File: config.mk
export PLATFORM = sky130hd
export DESIGN_NAME = ajb_ctrl
export DESIGN_NICKNAME = d
export VERILOG_FILES = /design/src/sv/ajb_pkg.sv /design/src/sv/ajb_ctrl.sv
export SDC_FILE = /design/constraint.sdc
export NUM_CORES = 1
export LEC_CHECK = 0
export BUFFER_PORTS_ARGS = -buffer_cell sky130_fd_sc_hd__buf_2
export CORE_AREA = 3 3 40 42
export CTS_BUF_LIST = sky130_fd_sc_hd__clkbuf_8
export DETAILED_ROUTE_END_ITERATION = 16
export DIE_AREA = 0 0 43 45
export HOLD_SLACK_MARGIN = 0.05
export PLACE_DENSITY = 0.38
export SYNTH_ARGS = -nofsm -noshare
export SYNTH_HDL_FRONTEND = slang
export SYNTH_SLANG_ARGS = --single-unit
File: constraint.sdc
create_clock -name clk_i -period 1.36 [get_ports clk_i]
set_input_delay 0.204 -clock clk_i [delete_from_list [all_inputs] [get_ports clk_i]]
set_output_delay 0.204 -clock clk_i [all_outputs]
set_load 0.005 [all_outputs]
File: src/sv/ajb_pkg.sv
// ----------------------------------------------------------------------------
// ajb_pkg
// Shared types, constants and codes for the adaptive jitter buffer.
// ----------------------------------------------------------------------------
package ajb_pkg;

  localparam int unsigned SLOTS       = 64;
  localparam int unsigned SLOT_AW     = $clog2(SLOTS);
  localparam int unsigned HALF_SLOTS  = SLOTS / 2;
  localparam logic [63:0] MIN_RESET_LATENESS_NS = 64'd16000000;
  localparam logic [7:0]  FADE_SILENT = 8'd150;

  // action codes
  localparam logic [1:0] ACT_PUSH    = 2'd0;
  localparam logic [1:0] ACT_POP     = 2'd1;
  localparam logic [1:0] ACT_RESET   = 2'd2;
  localparam logic [1:0] ACT_INVALID = 2'd3;

  // status codes
  localparam logic [3:0] ST_STORED    = 4'd0;
  localparam logic [3:0] ST_DUP       = 4'd1;
  localparam logic [3:0] ST_LATE      = 4'd2;
  localparam logic [3:0] ST_STARTED   = 4'd3;
  localparam logic [3:0] ST_REBASED   = 4'd4;
  localparam logic [3:0] ST_MALFORMED = 4'd5;
  localparam logic [3:0] ST_REAL      = 4'd6;
  localparam logic [3:0] ST_CONCEALED = 4'd7;
  localparam logic [3:0] ST_SILENCE   = 4'd8;
  localparam logic [3:0] ST_GAP_RESET = 4'd9;
  localparam logic [3:0] ST_NOT_READY = 4'd10;
  localparam logic [3:0] ST_RESET_DONE = 4'd11;

  // register indexes
  localparam logic [2:0] REG_DUR    = 3'd0;
  localparam logic [2:0] REG_FLOOR  = 3'd1;
  localparam logic [2:0] REG_CEIL   = 3'd2;
  localparam logic [2:0] REG_WINDOW = 3'd3;
  localparam logic [2:0] REG_DRIFT  = 3'd4;
  localparam logic [2:0] REG_ADAPT  = 3'd5;
  localparam logic [2:0] REG_RAISE  = 3'd6;
  localparam logic [2:0] REG_LOWER  = 3'd7;

  // controller to datapath
  typedef struct packed {
    logic load;     // capture input word
    logic step;     // commit decided update, form result
  } ajb_cmd_t;

  // datapath to controller
  typedef struct packed {
    logic busy_unused;
  } ajb_stat_t;

endpackage

File: src/sv/ajb_ctrl.sv
// ----------------------------------------------------------------------------
// ajb_ctrl
// Sequencer: accept, slot read, decide/commit, present result.
// ----------------------------------------------------------------------------
module ajb_ctrl (
  input  logic              clk_i,
  input  logic              rst_ni,
  input  logic              in_valid_i,
  output logic              in_ready_o,
  output logic              out_valid_o,
  input  logic              out_ready_i,
  output ajb_pkg::ajb_cmd_t cmd_o
);
  typedef enum logic [3:0] {
    S_IDLE = 4'b0001,
    S_READ = 4'b0010,
    S_EXEC = 4'b0100,
    S_OUT  = 4'b1000
  } state_e;

  state_e state_q, state_d;

  always_comb begin
    state_d = state_q;
    case (state_q)
      S_IDLE:  if (in_valid_i) state_d = S_READ;
      S_READ:  state_d = S_EXEC;
      S_EXEC:  state_d = S_OUT;
      S_OUT:   if (out_ready_i) state_d = S_IDLE;
      default: state_d = S_IDLE;
    endcase
  end

  assign in_ready_o  = (state_q == S_IDLE);
  assign out_valid_o = (state_q == S_OUT);
  assign cmd_o.load  = (state_q == S_IDLE) && in_valid_i;
  assign cmd_o.step  = (state_q == S_EXEC);

  always_ff @(posedge clk_i or negedge rst_ni) begin
    if (!rst_ni) begin
      state_q <= S_IDLE;
    end else begin
      state_q <= state_d;
    end
  end
endmodule

* Word-level counts from Yosys, hierarchy flattened
Cells that the tools add are included.
Word-level totals: flip-flop bits (word level) 4, latch bits 0, memory bits (writable) 0, bits in read-only memories 0, input port bits 4, output and inout bits 4, word-level logic and storage cells 12, memories kept 0
Cells by class: add/sub/neg operators 0, multipliers 0, div/mod/pow operators 0, $lt $le $gt $ge 0, equality and inequality tests 6, shifts and indexed selects 0, mux-type cells 3, bitwise gates (word level) 0, reductions and logical operators 2
Operators by type and width (count):
- one-hot mux 4 bit (4 select lines) | 1
- 2-to-1 mux 4 bit | 2
- == test 4 x 1 -> 1 bit, second input constant | 1
- == test 4 x 2 -> 1 bit, second input constant | 1
- == test 4 x 3 -> 1 bit, second input constant | 1
- == test 4 bit, second input constant | 1
- inequality test 2 x 1 -> 1 bit, second input constant | 1
- inequality test 2 bit, second input constant | 1
- AND reduction 2 bit | 1
- logical AND 1 bit | 1

* Longest topological paths before layout
Gate-level depths: netlist of the first run.
word-level depth 3, depth in mapped cells 3, gate-level depth less buffers 3

* Least setup slack after synthesis of the first run
OpenSTA, ideal clock, no wires.
path type reg2out, start register state_q[0], end output port cmd_o[1] (netlist bit), arrival time 1159 ps, required time 1156 ps, slack -3 ps, cell stages (with the launch flop) 3, buffers on the path 0, cells stage by stage dfstp_2 > nor4b_1 > and2_2
RTL lines:
- start: declaration | line ajb_ctrl.sv:21 | state_e state_q, state_d;
- start signal: assignment | line ajb_ctrl.sv:43 | state_q <= state_d;
- end: declaration | line ajb_ctrl.sv:12 | output ajb_pkg::ajb_cmd_t cmd_o

==> results of run 1 <==
==> final cells by class <==
type,instances,area (µm²)
multi-input combinational,14,160
clock inverter,1,3.75
sequential,4,105
timing repair buffer,12,93.8
tap,15,18.8
fill,142,862
clock buffer,3,41.3
==> final timing paths <==
check	start	to	slack [ns]	cells past startpoint
min in group asynchronous	rst_ni	state_q[3]$_DFFE_PN0P_	0.32	2
max reg2reg	state_q[2]$_DFFE_PN0P_	state_q[0]$_DFFE_PN1P_	0.01	3
min reg2reg	state_q[1]$_DFFE_PN0P_	state_q[3]$_DFFE_PN0P_	0.58	1
max	state_q[2]$_DFFE_PN0P_	cmd_o[1]	-0.06	3
min	in_valid_i	state_q[1]$_DFFE_PN0P_	0.25	2
max in group asynchronous	rst_ni	state_q[0]$_DFFE_PN1P_	0.84	2
==> synthesized netlist by cell type <==
library cell and count:
and2_2 2, a211oi_1 1, o31ai_1 1, nand2b_1 1, nor3b_1 1, and3b_2 1, o32a_1 1, o21ai_0 1
nor3_1 1, or3b_1 1, buf_4 1, nor4b_1 2, dfstp_2 1, and2b_2 1, dfrtp_1 3
==> report_power, final <==
| part | internal [mW] | total, mW | switching (mW) |
|---|---|---|---|
| clock | 0.192 | 0.253 | 0.0608 |
| sequential | 0.170 | 0.232 | 0.0617 |
| combinational | 0.227 | 0.354 | 0.127 |
| total | 0.590 | 0.839 | 0.250 |
==> repair_timing <==
item | in CTS | in global routing
endpoints found under the hold margin | 4 | 0
pin swaps | 0 | 5
resized for setup | 3 | 9
hold buffers | 1 | 0
endpoints found under the setup margin | 3 | 5
setup buffers | 2 | 2
==> through the flow <==
step | TNS (ns) | area, µm² | power (mW)
floorplan | 0 | 224 | 0.347
global placement | 0 | 270 | 0.410
detailed placement | 0 | 270 | 0.411
CTS | -0.0816 | 352 | 0.730
global route | -0.210 | 423 | 0.910
finish | -0.0648 | 423 | 0.839
==> kinds of logic after synthesis <==
| group | count (synthesis) |
|---|---|
| AND/OR/NAND/NOR | 10 |
| AO/OA/AOI/OAI | 4 |
| buffers and inverters | 1 |
| flip-flops | 4 |
==> layer usage <==
metal | vias to the layer above | global-route usage (%) | share of wire, %
li1 | 101 | - | -
met1 | 101 | 7.80 | 49
met2 | 5 | 7.78 | 45
met3 | 0 | 3.98 | 5.8
met4 | 0 | 7.23 | 0
met5 | - | 0 | 0
==> worst max-delay path, cell delays in order (launching register included) <==
cell and delay [ns]:
dfrtp_2 0.43, nor4b_4 0.30, and2_4 0.18, buf_6 0.08
==> flow_metrics.env, run 1 <==
export IMPL_cts_max_level=1
export IMPL_area_growth_pct=94.3
export IMPL_ant_nets=0
export IMPL_largest_register="state_q"
export IMPL_yosysSeqAreaShare_pct=46.6
export IMPL_grt_pass1_wl_um=869
export IMPL_n_antenna_cell=0
export IMPL_fp_row_count=13
export IMPL_grt_usage_pct=6.69
export IMPL_dr_pass1_iters=1
export IMPL_layout_drive_gt1_share_pct=82.4
export IMPL_final_cell_mix="6 x buf_2, 3 x clkbuf_8, 3 x buf_4, 3 x dfrtp_2, 2 x nor4b_4"
export IMPL_relSlewSlack_pct=85.2
export IMPL_period_needed_ns=1.42
export IMPL_syn_num_nets=23
export IMPL_layout_cells_non_filler=49
export IMPL_timing_final_ws_setup_ns=-0.0648
export IMPL_clock_latency_ns=0.21
export IMPL_viasPerCell=4.22
export IMPL_clock_fmax_ghz=0.702
export IMPL_place_gp_congestion=0.635
export IMPL_hold_violations=0
export IMPL_io_pins=8
export IMPL_drv_slew=0
export IMPL_drv_cap=0
export IMPL_yosysUniqueCellTypes=15
export IMPL_drcViolationCount=0
export IMPL_synth_seq_cells=4
export IMPL_dp_cells=40
export IMPL_synth_top_family_by_area="simple AND/OR/NAND/NOR gates"
export IMPL_arrival_ns=1.22
export IMPL_cts_inserted_buffers=3
export IMPL_synth_compound_area_share_pct=13.8
export IMPL_nNetsFinal=39
export IMPL_netlist_area_leader_share_pct=34.5
export IMPL_die_h_um=45
export IMPL_cp_end_kind="primary output"
export IMPL_grt_overflow=0
export IMPL_cts_clk_slew_worst_paths_ns=0.03
export IMPL_synth_area_mux_share_pct=0
export IMPL_start_kind="register"
export IMPL_placement_io_buffers=7
export IMPL_vias=207
export IMPL_antenna_found_initial=0
export IMPL_wirelength_um=535
export IMPL_p_leak_nw=0.183
export IMPL_skew_ns=0.00165
export IMPL_start_util_pct=16.9
export IMPL_synth_xor_area_share_pct=0
export IMPL_setup_viol=1
export IMPL_cp_max_fo=3
export IMPL_hold_class="in -> reg"
export IMPL_post_drt_wl_per_cell_um=10.9
export IMPL_drtIter0Drc=0
export IMPL_yosysTopAreaCell="dfrtp_1"
export IMPL_synth_area_leaders="dfrtp_1 34%, dfstp_2 12%, nor4b_1 8.0%"
export IMPL_whs_ns=0.247
export IMPL_cts_sinks=4
export IMPL_vdd_ir_drop_max_mv=0.925
export IMPL_powerDensity_nw_per_um2=1980
export IMPL_yosysWarnings=0
export IMPL_worstPathRequired_ns=1.16
export IMPL_largest_reg_flops=4
export IMPL_dieArea_um2=1940
export IMPL_clockBufferDepth=2
export IMPL_synth_area_um2=218
export IMPL_cts_tree="yes"
export IMPL_avgSynthCellArea_um2=11.5
export IMPL_worst_pin_slew_ns=0.221
export IMPL_violations="setup timing"
export IMPL_dp_slack_ns=0.0583
export IMPL_outcome="complete, but fails checks"
export IMPL_rsz0062_at_grt="yes"
export IMPL_grt_pass1_vias=209
export IMPL_top_regs="state_q (4)"
export IMPL_grt_start_max_net_pins=9
export IMPL_worstSetupPathType="reg -> out"
export IMPL_synthSimpleGateAreaFrac_pct=36.2
export IMPL_netlist_instances=19
export IMPL_fin_util_pct=32.9
export IMPL_root_buffer="clkbuf_8"
export IMPL_finalCritPeriodShare_pct=105
export IMPL_coreArea_um2=1280
export IMPL_mostFrequentLayoutCell="buf_2"
export IMPL_die_w_um=43
export IMPL_synth_fa_ha_area_share_pct=0
Note: power is estimated with default switching activity, not from simulation.
==> run 2: changes to the inputs <==
==> constraint.sdc (replaced) <==
create_clock -name clk_i -period 1.7 [get_ports clk_i]
set_input_delay 0.255 -clock clk_i [delete_from_list [all_inputs] [get_ports clk_i]]
set_output_delay 0.255 -clock clk_i [all_outputs]
set_load 0.005 [all_outputs]
==> run 2 against run 1 <==
Effect of this change: the run now ends clean; wire length shrank 12%; global-route usage fell by 0.32 points; critical path depth did not move.
==> flow_metrics.env, run 2 (same netlist as run 1, synthesis figures left out) <==
export IMPL_cp_max_fo=8
export IMPL_layout_drive_gt1_share_pct=53.3
export IMPL_cts_max_level=1
export IMPL_min_from="in_valid_i"
export IMPL_reg2regPathDepth=3
export IMPL_post_drt_wl_per_cell_um=10.5
export IMPL_grt_overflow=0
export IMPL_drtIter0Drc=4
export IMPL_setup_viol=0
export IMPL_n_antenna_cell=0
export IMPL_hold_class="in -> reg"
export IMPL_start_kind="register"
export IMPL_drv_slew=0
export IMPL_cts_inserted_buffers=3
export IMPL_placement_io_buffers=7
export IMPL_clock_fmax_ghz=0.632
export IMPL_start_util_pct=16.9
export IMPL_grt_pass1_wl_um=855
export IMPL_largest_reg_flops=4
export IMPL_powerDensity_nw_per_um2=1640
export IMPL_vias=190
export IMPL_nNetsFinal=35
export IMPL_clockBufferDepth=2
export IMPL_wirelength_um=471
export IMPL_ant_nets=0
export IMPL_skew_ns=0.00640
export IMPL_area_growth_pct=49.4
export IMPL_drv_cap=0
export IMPL_period_needed_ns=1.58
export IMPL_viasPerCell=4.22
export IMPL_rr_startpoint="state_q[0]$_DFFE_PN1P_"
export IMPL_finalCritPeriodShare_pct=93.0
export IMPL_rsz0062_at_grt="no"
export IMPL_rr_endpoint="state_q[0]$_DFFE_PN1P_"
export IMPL_whs_ns=0.294
export IMPL_worstPathRequired_ns=1.44
export IMPL_p_leak_nw=0.147
export IMPL_io_pins=8
export IMPL_dp_cells=40
export IMPL_die_h_um=45
export IMPL_cts_clk_slew_worst_paths_ns=0.03
export IMPL_coreArea_um2=1280
export IMPL_fin_util_pct=25.3
export IMPL_hold_violations=0
export IMPL_worstSetupPathType="reg -> out"
export IMPL_fp_row_count=13
export IMPL_top_regs="state_q (4)"
export IMPL_setup_tns_ns=0
export IMPL_r2r_setup_slack_ns=0.43
export IMPL_arrival_ns=1.33
export IMPL_worstHoldPathCells=2
export IMPL_cp_end_kind="primary output"
export IMPL_vdd_ir_drop_max_mv=0.241
export IMPL_grt_pass1_vias=222
export IMPL_place_gp_congestion=0.585
export IMPL_drcViolationCount=0
export IMPL_cts_tree="yes"
export IMPL_grt_usage_pct=6.37
export IMPL_largest_register="state_q"
export IMPL_final_cell_mix="7 x buf_2, 3 x clkbuf_8, 3 x dfrtp_1"
export IMPL_post_cts_buffers=0
export IMPL_mostFrequentLayoutCell="buf_2"
export IMPL_clock_latency_ns=0.22
export IMPL_relSlewSlack_pct=82.7
export IMPL_outcome="finished, final reports clean"
export IMPL_dr_pass1_iters=4
export IMPL_worstHoldEndpoint="state_q[1]$_DFFE_PN0P_"
export IMPL_dieArea_um2=1940
export IMPL_grt_start_max_net_pins=9
export IMPL_cts_sinks=4
export IMPL_antenna_found_initial=0
export IMPL_die_w_um=43
export IMPL_layout_cells_non_filler=45
export IMPL_root_buffer="clkbuf_8"
export IMPL_worst_pin_slew_ns=0.259
## run 2: changes by cell type in the layout (fill, tap and decap cells not counted), sizes merged
| cell | before | now |
|---|---|---|
| buf | 11 | 7 |
## run 2: how the worst max path moves through the flow
stage                                       from        to  slack (ns)  cells past startpoint
final                     state_q[0]$_DFFE_PN1P_  cmd_o[1]        0.12                      3
after global routing      state_q[0]$_DFFE_PN1P_  cmd_o[1]       0.007                      3
after CTS                 state_q[0]$_DFFE_PN1P_  cmd_o[1]         0.1                      3
after detailed placement  state_q[0]$_DFFE_PN1P_  cmd_o[1]        0.21                      3
after global placement    state_q[0]$_DFFE_PN1P_  cmd_o[1]        0.20                      3
after floorplan           state_q[0]$_DFFE_PN1P_  cmd_o[1]        0.29                      2
## run 2: worst max-delay path, cell delays in order (launching register included)
cell     delay [ns]
dfstp_2        0.57
nor4b_2        0.26
and2_2         0.18
buf_2          0.10
## run 2: per-stage QoR
stage	setup slack [ns]	total power, mW	instance area [µm²]
6_report	0.118	0.535	325
3_5_place_dp	0.206	0.325	264
4_1_cts	0.0968	0.546	325
3_3_place_gp	0.200	0.324	264
2_1_floorplan	0.286	0.268	218
5_1_grt	0.00668	0.573	325
## run 2: area by class of cell
class	instances	area [µm²]
Timing Repair Buffer	8	45.0
Clock buffer	3	41.3
Multi-Input combinational cell	14	115
Sequential cell	4	101
Clock inverter	1	3.75
Fill cell	146	960
Tap cell	15	18.8
## run 2: where the power goes
part	internal, mW	total [mW]	switching [mW]
registers	0.134	0.185	0.0519
clock network	0.154	0.203	0.0495
logic	0.0923	0.146	0.0536
total	0.380	0.535	0.155
## run 2: repair_timing
item                                    CTS  global route
hold endpoints to repair                  4             0
resized for setup                         1             0
hold buffers                              1             0
endpoints found under the setup margin    1             0
## run 2: layer usage
metal | vias to the layer above | track usage, % | wire, µm
li1 | 95 | - | -
met2 | 3 | 10.8 | 284
met1 | 92 | 5.16 | 174
met4 | 0 | 7.23 | 0
met5 | - | 0 | 0
met3 | 0 | 2.79 | 11
==> run 3: changes to the inputs <==
--- a/config.mk
+++ b/config.mk
@@ -6,12 +6,14 @@
 export NUM_CORES = 1
 export LEC_CHECK = 0
 export BUFFER_PORTS_ARGS = -buffer_cell sky130_fd_sc_hd__buf_2
+export CELL_PAD_IN_SITES_DETAIL_PLACEMENT = 1
+export CELL_PAD_IN_SITES_GLOBAL_PLACEMENT = 1
 export CORE_AREA = 3 3 40 42
 export CTS_BUF_LIST = sky130_fd_sc_hd__clkbuf_8
 export DETAILED_ROUTE_END_ITERATION = 16
 export DIE_AREA = 0 0 43 45
 export HOLD_SLACK_MARGIN = 0.05
-export PLACE_DENSITY = 0.38
+export PLACE_DENSITY = 0.45
 export SYNTH_ARGS = -nofsm -noshare
 export SYNTH_HDL_FRONTEND = slang
 export SYNTH_SLANG_ARGS = --single-unit
==> run 3 against run 2 <==
Effect of this change: design area unchanged; utilization stayed put; flip-flop and latch count stayed put; sequential share of layout area is the same; combinational power about the same; highest routed layer unchanged; total power fell by 0.42%; register-to-register slack better by 0.02 ns.
==> flow_metrics.env, run 3 (same netlist as run 1, synthesis figures left out) <==
export IMPL_worstSetupPathType="reg -> out"
export IMPL_skew_ns=0.00229
export IMPL_n_antenna_cell=0
export IMPL_layout_cells_non_filler=45
export IMPL_clockBufferDepth=2
export IMPL_outcome="finished, final reports clean"
export IMPL_cts_sinks=4
export IMPL_clock_latency_ns=0.22
export IMPL_placement_io_buffers=7
export IMPL_wirelength_um=456
export IMPL_die_w_um=43
export IMPL_regArea_um2=101
export IMPL_die_h_um=45
export IMPL_grt_start_max_net_pins=9
export IMPL_relSlewSlack_pct=81.3
export IMPL_dp_hpwl_um=344
export IMPL_dr_pass1_iters=4
export IMPL_cp_end_kind="primary output"
export IMPL_powerDensity_nw_per_um2=1640
export IMPL_worstPathRequired_ns=1.44
export IMPL_cts_clk_slew_worst_paths_ns=0.03
export IMPL_final_cell_mix="7 x buf_2, 3 x clkbuf_8, 3 x dfrtp_1"
export IMPL_p_leak_nw=0.147
export IMPL_period_needed_ns=1.60
export IMPL_post_drt_wl_per_cell_um=10.1
export IMPL_coreArea_um2=1280
export IMPL_crit_slowest_cell="dfstp_2"
export IMPL_multiInputGateArea_um2=115
export IMPL_root_buffer="clkbuf_8"
export IMPL_grt_overflow=0
export IMPL_cts_max_level=1
export IMPL_vdd_ir_drop_max_mv=0.570
export IMPL_area_growth_pct=49.4
export IMPL_grt_pass1_wl_um=710
export IMPL_grt_pass1_vias=185
export IMPL_io_pins=8
export IMPL_place_gp_congestion=0.629
export IMPL_viasPerCell=4.04
export IMPL_arrival_ns=1.35
export IMPL_ant_nets=0
export IMPL_antenna_found_initial=0
export IMPL_finalCritPeriodShare_pct=94.3
export IMPL_cts_inserted_buffers=3
export IMPL_grt_usage_pct=5.44
export IMPL_drv_slew=0
export IMPL_worst_pin_slew_ns=0.279
export IMPL_rsz0062_at_grt="no"
export IMPL_nNetsFinal=35
export IMPL_largest_register="state_q"
export IMPL_cp_cell_sequence="nor4b_2 -> and2_2 -> buf_2"
export IMPL_top_regs="state_q (4)"
export IMPL_fp_row_count=13
export IMPL_vias=182
export IMPL_path_buf_inv=1
export IMPL_start_kind="register"
export IMPL_cts_tree="yes"
export IMPL_dp_cells=40
export IMPL_largest_reg_flops=4
export IMPL_layout_drive_gt1_share_pct=53.3
export IMPL_nFillCells=149
export IMPL_start_util_pct=16.9
export IMPL_mostFrequentLayoutCell="buf_2"
export IMPL_hold_violations=0
export IMPL_drtIter0Drc=1
export IMPL_drcViolationCount=0
export IMPL_setup_viol=0
export IMPL_cp_max_fo=8
export IMPL_clock_fmax_ghz=0.623
export IMPL_hold_class="in -> reg"
export IMPL_cp_top_family="flip-flops"
export IMPL_drv_cap=0
export IMPL_cpPeakStageDelay_ns=0.57
export IMPL_dieArea_um2=1940
export IMPL_post_cts_buffers=0
export IMPL_setup_tns_ns=0
-- run 3: per-layer routing --
metal,GRT usage [%],vias up,routed length [µm]
met5,0,-,0
met4,7.23,0,0
met3,1.59,0,19
met2,7.78,3,224
met1,5.62,86,213
li1,-,93,-
-- run 3: metrics by stage --
stage / hold WS (ns) / setup WS (ns) / cell area (µm²) / utilization, % / power [mW]
2_1_floorplan: -0.0406 / 0.286 / 218 / - / 0.268
3_3_place_gp: 0.0617 / 0.183 / 264 / 20.5 / 0.321
3_5_place_dp: 0.0624 / 0.170 / 264 / 20.5 / 0.323
4_1_cts: 0.294 / 0.0697 / 325 / 25.3 / 0.544
5_1_grt: 0.309 / 0.00910 / 325 / 25.3 / 0.571
6_report: 0.296 / 0.0961 / 325 / 25.3 / 0.533
-- run 3: what timing repair did --
item                                    4_1_cts  5_1_grt
endpoints found under the setup margin        1        0
endpoints found under the hold margin         4        0
hold buffers                                  1        0
resized for setup                             1        0
-- run 3: cell type report --
cell class,count,share of cell area [%]
multi-input cells,14,35.4
flip-flops and latches,4,31.2
repair buffers,8,13.8
clock buffers,3,12.7
well taps,15,5.77
clock inverters,1,1.15
-- run 3: power by group --
group	total [mW]	leakage, nW	internal [mW]	switching (mW)
Combinational	0.144	0.0693	0.0921	0.0521
Sequential	0.185	0.0511	0.133	0.0518
Clock	0.203	0.0269	0.154	0.0491
Total	0.533	0.147	0.379	0.153
-- run 3: worst paths after layout --
path,from,to,slack (ns),cells after the start
worst max-delay path,state_q[0]$_DFFE_PN1P_,cmd_o[1],0.1,3
worst min-delay path,in_valid_i,state_q[1]$_DFFE_PN0P_,0.30,2
worst max register to register,state_q[0]$_DFFE_PN1P_,state_q[0]$_DFFE_PN1P_,0.45,3
worst min register to register,state_q[3]$_DFFE_PN0P_,state_q[2]$_DFFE_PN0P_,0.55,1
max in group asynchronous,rst_ni,state_q[0]$_DFFE_PN1P_,1.13,2
min in group asynchronous,rst_ni,state_q[2]$_DFFE_PN0P_,0.37,2
